### src/rtl/slpl_pkg.sv
// Shared types and constants for the stereo look-ahead peak limiter.
// No dependencies; imported by every other file of the block.
package slpl_pkg;

   localparam int SAMPLE_W          = 24;   // Q4.20 sample
   localparam int CEIL_W            = 23;   // ceiling register
   localparam int LEN_REG_W         = 8;    // look-ahead length register
   localparam int GAIN_W            = 25;   // Q1.24 gain
   localparam int COEF_W            = 14;
   localparam int TDATA_W           = 48;   // two samples, already whole bytes
   localparam int CSR_IDX_W         = 1;
   localparam int DIV_STEPS         = 24;   // quotient bits of the gain divide
   localparam int DEF_MAX_LOOKAHEAD = 128;
   localparam int MIN_LOOKAHEAD     = 8;

   localparam logic [GAIN_W-1:0]    UNITY_GAIN  = 25'd16777216;
   localparam logic [COEF_W-1:0]    RISE_COEF   = 14'd10066;   // 0.0006 in Q0.24
   localparam logic [CEIL_W-1:0]    DEF_CEILING = 23'd1048576;
   localparam logic [LEN_REG_W-1:0] DEF_LEN     = 8'd96;

   // register indexes
   localparam logic [CSR_IDX_W-1:0] CSR_CEILING   = 1'b0;
   localparam logic [CSR_IDX_W-1:0] CSR_LOOKAHEAD = 1'b1;

   typedef struct packed {
      logic clear;       // zero the ring entry at the current position
      logic accept;      // take an item: ring read/write, peak, divider init
      logic div_step;    // one restoring divide step
      logic env_mul;     // wanted gain and rise step product
      logic env_upd;     // envelope update
      logic mul_en;      // sample magnitude times envelope
      logic mul_right;   // operand select for mul_en
      logic clamp_l;     // clamp left product into holding register
      logic out_load;    // load result register (right clamp, left, marker)
   } dp_cmd_type;

   typedef struct packed {
      logic clear_done;  // clear pass is at the last ring entry
   } dp_status_type;

endpackage

### src/rtl/slpl_ctrl.sv
// Sequencer for the limiter: clear pass, accept, divide, envelope, scale, output.
// Depends on slpl_pkg for command/status structs and the divide step count.
module slpl_ctrl import slpl_pkg::*; (
   input  logic          clock,
   input  logic          reset,
   input  logic          req_tvalid,
   output logic          req_tready,
   output logic          rsp_tvalid,
   input  logic          rsp_tready,
   input  dp_status_type status,
   output dp_cmd_type    cmd
);

   localparam int CNT_W = $clog2(DIV_STEPS);

   typedef enum logic [7:0] {
      ST_CLEAR   = 8'b0000_0001,
      ST_IDLE    = 8'b0000_0010,
      ST_DIV     = 8'b0000_0100,
      ST_ENV_MUL = 8'b0000_1000,
      ST_ENV_UPD = 8'b0001_0000,
      ST_MUL_L   = 8'b0010_0000,
      ST_MUL_R   = 8'b0100_0000,
      ST_OUT     = 8'b1000_0000
   } state_type;

   state_type        state_ff, state_in;
   logic [CNT_W-1:0] cnt_ff, cnt_in;
   logic             rsp_valid_ff, rsp_valid_in;
   logic             slot_free;

   assign req_tready = (state_ff == ST_IDLE);
   assign rsp_tvalid = rsp_valid_ff;
   assign slot_free  = !rsp_valid_ff || rsp_tready;

   always_comb begin
      state_in = state_ff;
      cnt_in   = cnt_ff;
      cmd      = '0;
      case (state_ff)
         ST_CLEAR: begin
            cmd.clear = 1'b1;
            if (status.clear_done) begin
               state_in = ST_IDLE;
            end
         end
         ST_IDLE: begin
            if (req_tvalid) begin
               cmd.accept = 1'b1;
               cnt_in     = '0;
               state_in   = ST_DIV;
            end
         end
         ST_DIV: begin
            cmd.div_step = 1'b1;
            cnt_in       = cnt_ff + CNT_W'(1);
            if (cnt_ff == CNT_W'(DIV_STEPS - 1)) begin
               cnt_in   = '0;
               state_in = ST_ENV_MUL;
            end
         end
         ST_ENV_MUL: begin
            cmd.env_mul = 1'b1;
            state_in    = ST_ENV_UPD;
         end
         ST_ENV_UPD: begin
            cmd.env_upd = 1'b1;
            state_in    = ST_MUL_L;
         end
         ST_MUL_L: begin
            cmd.mul_en = 1'b1;
            state_in   = ST_MUL_R;
         end
         ST_MUL_R: begin
            cmd.clamp_l   = 1'b1;
            cmd.mul_en    = 1'b1;
            cmd.mul_right = 1'b1;
            state_in      = ST_OUT;
         end
         ST_OUT: begin
            // hold until the result register can take the new item
            if (slot_free) begin
               cmd.out_load = 1'b1;
               state_in     = ST_IDLE;
            end
         end
         default: begin
            state_in = ST_CLEAR;
         end
      endcase
   end

   always_comb begin
      rsp_valid_in = rsp_valid_ff;
      if (cmd.out_load) begin
         rsp_valid_in = 1'b1;
      end else if (rsp_tready) begin
         rsp_valid_in = 1'b0;
      end
   end

   always_ff @(posedge clock) begin
      if (reset) begin
         state_ff     <= ST_CLEAR;
         cnt_ff       <= '0;
         rsp_valid_ff <= 1'b0;
      end else begin
         state_ff     <= state_in;
         cnt_ff       <= cnt_in;
         rsp_valid_ff <= rsp_valid_in;
      end
   end

endmodule

### config.mk
export PLATFORM = sky130hd
export DESIGN_NAME = slpl_ctrl
export DESIGN_NICKNAME = d
export VERILOG_FILES = /design/src/rtl/slpl_pkg.sv /design/src/rtl/slpl_ctrl.sv
export SDC_FILE = /design/constraint.sdc
export NUM_CORES = 1
export LEC_CHECK = 0
export ABC_AREA = 0
export BUFFER_PORTS_ARGS = -buffer_cell sky130_fd_sc_hd__buf_4
export CAP_MARGIN = 25
export CORE_MARGIN = 4
export CORE_UTILIZATION = 55
export CTS_CLUSTER_DIAMETER = 100
export DETAILED_ROUTE_END_ITERATION = 12
export PLACE_DENSITY_LB_ADDON = 0.12
export SLEW_MARGIN = 40
export SYNTH_ARGS = -nofsm -noshare
export SYNTH_HDL_FRONTEND = slang
export SYNTH_SLANG_ARGS = --single-unit
### constraint.sdc
create_clock -name clock -period 2.7 [get_ports clock]
set_input_delay 0.405 -clock clock [delete_from_list [all_inputs] [get_ports clock]]
set_output_delay 0.405 -clock clock [all_outputs]
set_load 0.03 [all_outputs]
==> metrics.cfg, run 1 <==
[outcome]
status=finished clean

[placement]
portBuffers=15
hpwl_mm=1.26
gp_congestion=0.774

[floorplan]
coreArea_mm2=0.00138
rows=13
fp.dieW_um=47.5
dieArea_mm2=0.00226
ios=16
die_y_um=47.5
start_util=0.621

[grt]
antenna_found_initial=0
grt_pass1_vias=672
grt_max_degree=12
grt_pass1_wl_mm=2.83
grt_overflow_total=0
grt_usage=0.179

[worst_setup_path]
required_ps=2300
crit_path_end_kind=primary output
worstPathArrival_ps=1850
criticalPathCategory=register to primary output
startpoint_type=register
cp_max_fo=5

[final_layout]
drive_gt1_frac=0.273
layout_common_cells=15 x buf_4, 14 x dfxtp_1, 11 x nor2_1, 6 x nand2_1, 6 x a21oi_1
nets=117
layout_commonest_cell=buf_4
area_delta_synth_final_pct=12.4
antenna_cells=0

[pwr]
total_power_uw=435
power.density_mw_per_mm2=450
leakage_uw=0.000433
ir_drop_mv=0.268

[drt]
vias_per_cell=6.17
wl_per_cell_um=13.3
drt_iter0_drc=23
ant_nets=0
wirelength_mm=1.66
firstDrtPassIters=4
num_vias=771
drc_errors=0

[timing]
drv_slew=0
fin_crit_ps=2250
slew_headroom=0.648
finClkSkew_ps=2.84
rsz0062_at_grt=false
tightestPinTransition_ps=523
fmax_ghz=0.444
hold_violations=0
setup_violations=0
tns_ps=0
fin_crit_sh=0.835

[synthesis]
yosys.area.top_type=dfxtp_1
synth_area_um2=858
synthesis.nets=103
ys.flop_type=dfxtp_1
ys_ff_latch=14
yosysWarnings=0
syn_area_per_cell_um2=8.85
synth_edf_count=0
ys_seq_area_frac=0.327
synth_cells=97
synthArstFlopShare=0
synth_cell_types=41
synth.top_cell.area_share=0.327
synthTopCellsByArea=dfxtp_1 33%, nor2_1 4.8%, a21oi_1 3.5%

[cts]
clockBufferDepth=2
clk_latency_ps=290
cts-root-buf=clkbuf_4
clk_pin_slew_ps=90
clkSinkCount=14
postCtsSetupBuffers=0
htree_levels=1
cts_hold_buffers=0
cts_resized=0
cts_buffers=3
cts_tree=built

[hold_path]
hold_path.class=primary input to register

[flow_run]
drv_cap=0

where the power goes:
group	leakage, uW	internal (uW)	switching (uW)	total, uW
Sequential	0.000113	210	9.94	220
Combinational	0.000299	28.0	32.9	60.9
Clock	0.0000210	82.2	71.6	154
Total	0.000433	320	114	435
registers in the layout, summed over array words and instances (netlist names):
signal      count
rsp_tvalid      1
state_ff        8
cnt_ff          5
cell type report:
class,count,area [um2]
Inverter,6,27.5
Fill cell,130,418
Multi-Input combinational cell,71,489
Tap cell,15,18.8
Sequential cell,14,280
Timing Repair Buffer,15,113
Clock buffer,4,36.3
final timing paths:
| check | startpoint | depth (start not counted) | slack (ps) | endpoint |
|---|---|---|---|---|
| setup reg to reg | state_ff[7] | 5 | 960 | state_ff[0] |
| hold / removal | reset | 2 | 370 | cnt_ff[0] |
| setup / recovery | state_ff[2] | 4 | 450 | cmd[8] |
| hold reg to reg | cnt_ff[0] | 2 | 490 | cnt_ff[0] |
through the flow:
stage | worst slack [ps] | cell area (um2) | hold WS, ps | instances | util
2_1_floorplan | 635 | 858 | 450 | 97 | -
3_3_place_gp | 783 | 928 | 474 | 121 | 0.671
3_5_place_dp | 762 | 928 | 482 | 121 | 0.671
4_1_cts | 437 | 965 | 367 | 125 | 0.698
5_1_grt | 383 | 965 | 372 | 125 | 0.698
6_report | 446 | 965 | 370 | 125 | 0.698
synth_stat cells, types with 2 or more instances:
master and count:
dfxtp_1 14, nor2_1 11, a21oi_1 6, nand2_1 6, inv_1 5, nand3_1 5
nand2b_1 4, buf_4 3, nand4b_1 3, nor3b_1 3, nor4_1 3, a311o_1 2
a311oi_1 2, a31oi_1 2, clkbuf_8 2
cells by family (layout without fill, tap and decap cells):
family,Yosys count,after routing,synth area share
AO/OA/AOI/OAI,17,17,0.138
XOR/XNOR,1,1,0.0102
adder cells (fa/ha/maj),1,1,0.0146
AND/OR/NAND/NOR,52,52,0.407
flip-flops,14,14,0.327
buffers and inverters,12,25,0.104
critical path, cell delays in order (launching register included):
cell	delay (ps)
dfxtp_1	370
or4_4	580
or3_1	360
nor2_1	100
buf_4	160
layer usage:
layer | vias up | global-route usage | part of all wire
li1 | 385 | - | -
met1 | 355 | 0.238 | 0.45
met2 | 27 | 0.270 | 0.45
met3 | 4 | 0.0338 | 0.087
met4 | 0 | 0.0994 | 0.017
met5 | - | 0 | 0
Note: power is estimated with default switching activity, not from simulation.
==> run 2, diff against run 1 <==
--- a/config.mk
+++ b/config.mk
@@ -9,7 +9,7 @@
 export BUFFER_PORTS_ARGS = -buffer_cell sky130_fd_sc_hd__buf_4
 export CAP_MARGIN = 25
 export CORE_MARGIN = 4
-export CORE_UTILIZATION = 55
+export CORE_UTILIZATION = 48
 export CTS_CLUSTER_DIAMETER = 100
 export DETAILED_ROUTE_END_ITERATION = 12
 export PLACE_DENSITY_LB_ADDON = 0.12
==> constraint.sdc (replaced) <==
create_clock -name clock -period 2.05 [get_ports clock]
set_input_delay 0.3075 -clock clock [delete_from_list [all_inputs] [get_ports clock]]
set_output_delay 0.3075 -clock clock [all_outputs]
set_load 0.03 [all_outputs]
==> metrics.cfg, run 2 (synthesis gave the netlist of run 1 again) <==
[outcome]
status=complete, but fails checks
violations=setup timing

[pwr]
p_int_uw=426
p_clk_frac=0.350
p_comb_frac=0.149
p_seq_frac=0.501
p_sw_frac=0.263
power.density_mw_per_mm2=559
p_sw_uw=152
leakage_uw=0.000463
ir_drop_mv=0.384

[worst_setup_path]
r2r-start=state_ff[3]
required_ps=1740
criticalPathCategory=register to primary output
startpoint_type=register
r2r_end=state_ff[0]
crit_chain=or4_4, or3_4, nor2_1, buf_4
r2r_slack_ps=320
max_stage_delay_ps=540
slowest_stage=or4_4
reg2reg_depth=5
cp_max_fo=5
crit_path_end_kind=primary output
worstPathArrival_ps=1770

[timing]
slew_headroom=0.741
fmax_ghz=0.481
drv_slew=0
fin_crit_ps=2080
whs_ps=270
rsz0062_at_grt=true
tightestPinTransition_ps=389
hold_violations=0
finClkSkew_ps=4.09
setup_violations=1
fin_crit_sh=1.01
post-route-worst-setup-slack_ps=-29.2

[drt]
firstDrtPassIters=4
num_vias=770
wirelength_mm=1.85
ant_nets=0
drt_iter0_drc=4
vias_per_cell=5.46
wl_per_cell_um=13.1
drc_errors=0

[cts]
clk_latency_ps=290
clk_pin_slew_ps=90
clockBufferDepth=2
htree_levels=1
cts_tree=built
cts_buffers=3
clkSinkCount=14
cts-root-buf=clkbuf_4

[final_layout]
drive_gt1_frac=0.345
nets=123
largest_reg_flops=8
layout_commonest_cell=buf_4
antenna_cells=0
regMostFlops=state_ff
final_util=0.605
area_delta_synth_final_pct=20.4
num-fill-cells=160
layout_common_cells=21 x buf_4, 11 x nor2_1, 11 x dfxtp_1, 6 x nand2_1, 6 x a21oi_1

[grt]
antenna_found_initial=0
grt_usage=0.168
grt_max_degree=12
grt_overflow_total=0
grt_pass1_wl_mm=3.19
grt_pass1_vias=765

[hold_path]
hold_path_depth=2
hold_path.class=primary input to register
worstHoldEndpoint=rsp_tvalid
hp-start=reset

[floorplan]
start_util=0.503
die_y_um=50.3
coreArea_mm2=0.00171
fp.dieW_um=50.3
ios=16
dieArea_mm2=0.00253
rows=15

[flow_run]
drv_cap=0

[placement]
gp_congestion=0.750
hpwl_mm=1.36
portBuffers=15

-- run 2: power groups by stage --
stage | combinational [uW] | clock, uW | sequential (uW)
after floorplan | 72.0 | 0 | 288
final | 86.2 | 202 | 289
after detailed placement | 82.1 | 0 | 297
after global placement | 81.3 | 0 | 296
after CTS | 83.1 | 212 | 289
after global routing | 94.6 | 223 | 291
-- run 2: cell type report --
| class | instances | area [um2] | share of cell area |
|---|---|---|---|
| inverters | 6 | 27.5 | 0.0266 |
| repair buffers | 21 | 158 | 0.153 |
| well taps | 25 | 31.3 | 0.0303 |
| flip-flops and latches | 14 | 287 | 0.277 |
| clock buffers | 4 | 36.3 | 0.0351 |
| multi-input cells | 71 | 494 | 0.478 |
-- run 2: metal layers --
| layer | up-vias | share of wire | global-route usage |
|---|---|---|---|
| met2 | 13 | 0.53 | 0.311 |
| li1 | 397 | - | - |
| met3 | 4 | 0.050 | 0.0593 |
| met4 | 0 | 0.0097 | 0.0691 |
| met5 | - | 0 | 0 |
| met1 | 356 | 0.41 | 0.168 |
-- run 2: per-stage QoR --
| stage | cell area (um2) | setup TNS (ps) | std cells | power [uW] | worst slack (ps) |
|---|---|---|---|---|---|
| 2_1_floorplan | 858 | 0 | 97 | 360 | 82.9 |
| 3_3_place_gp | 963 | 0 | 134 | 378 | 235 |
| 3_5_place_dp | 963 | 0 | 134 | 379 | 225 |
| 4_1_cts | 1030 | -29.1 | 140 | 584 | -29.1 |
| 5_1_grt | 1030 | -157 | 141 | 608 | -92.6 |
| 6_report | 1030 | -29.2 | 141 | 577 | -29.2 |
-- run 2: how the worst max path moves through the flow --
stage,from,end,depth (start not counted)
2_1_floorplan,state_ff[2],cmd[8],3
3_3_place_gp,state_ff[2],cmd[8],4
3_5_place_dp,state_ff[2],cmd[8],4
4_1_cts,state_ff[5],cmd[8],4
5_1_grt,state_ff[5],cmd[8],4
6_report,state_ff[3],cmd[8],4
-- run 2: what timing repair did --
| item | 4_1_cts | 5_1_grt |
|---|---|---|
| endpoints found under the setup margin | 2 | 8 |
| hold buffers | 0 | 0 |
| pin swaps | 1 | 1 |
| buffers inserted | 2 | 1 |
| gates resized for setup | 5 | 0 |
-- run 2: critical path: cells and delay by family (launching register included) --
kind	cells	cell delay (ps)
buffers and inverters	1	160
flip-flops	1	350
AND/OR/NAND/NOR	3	980
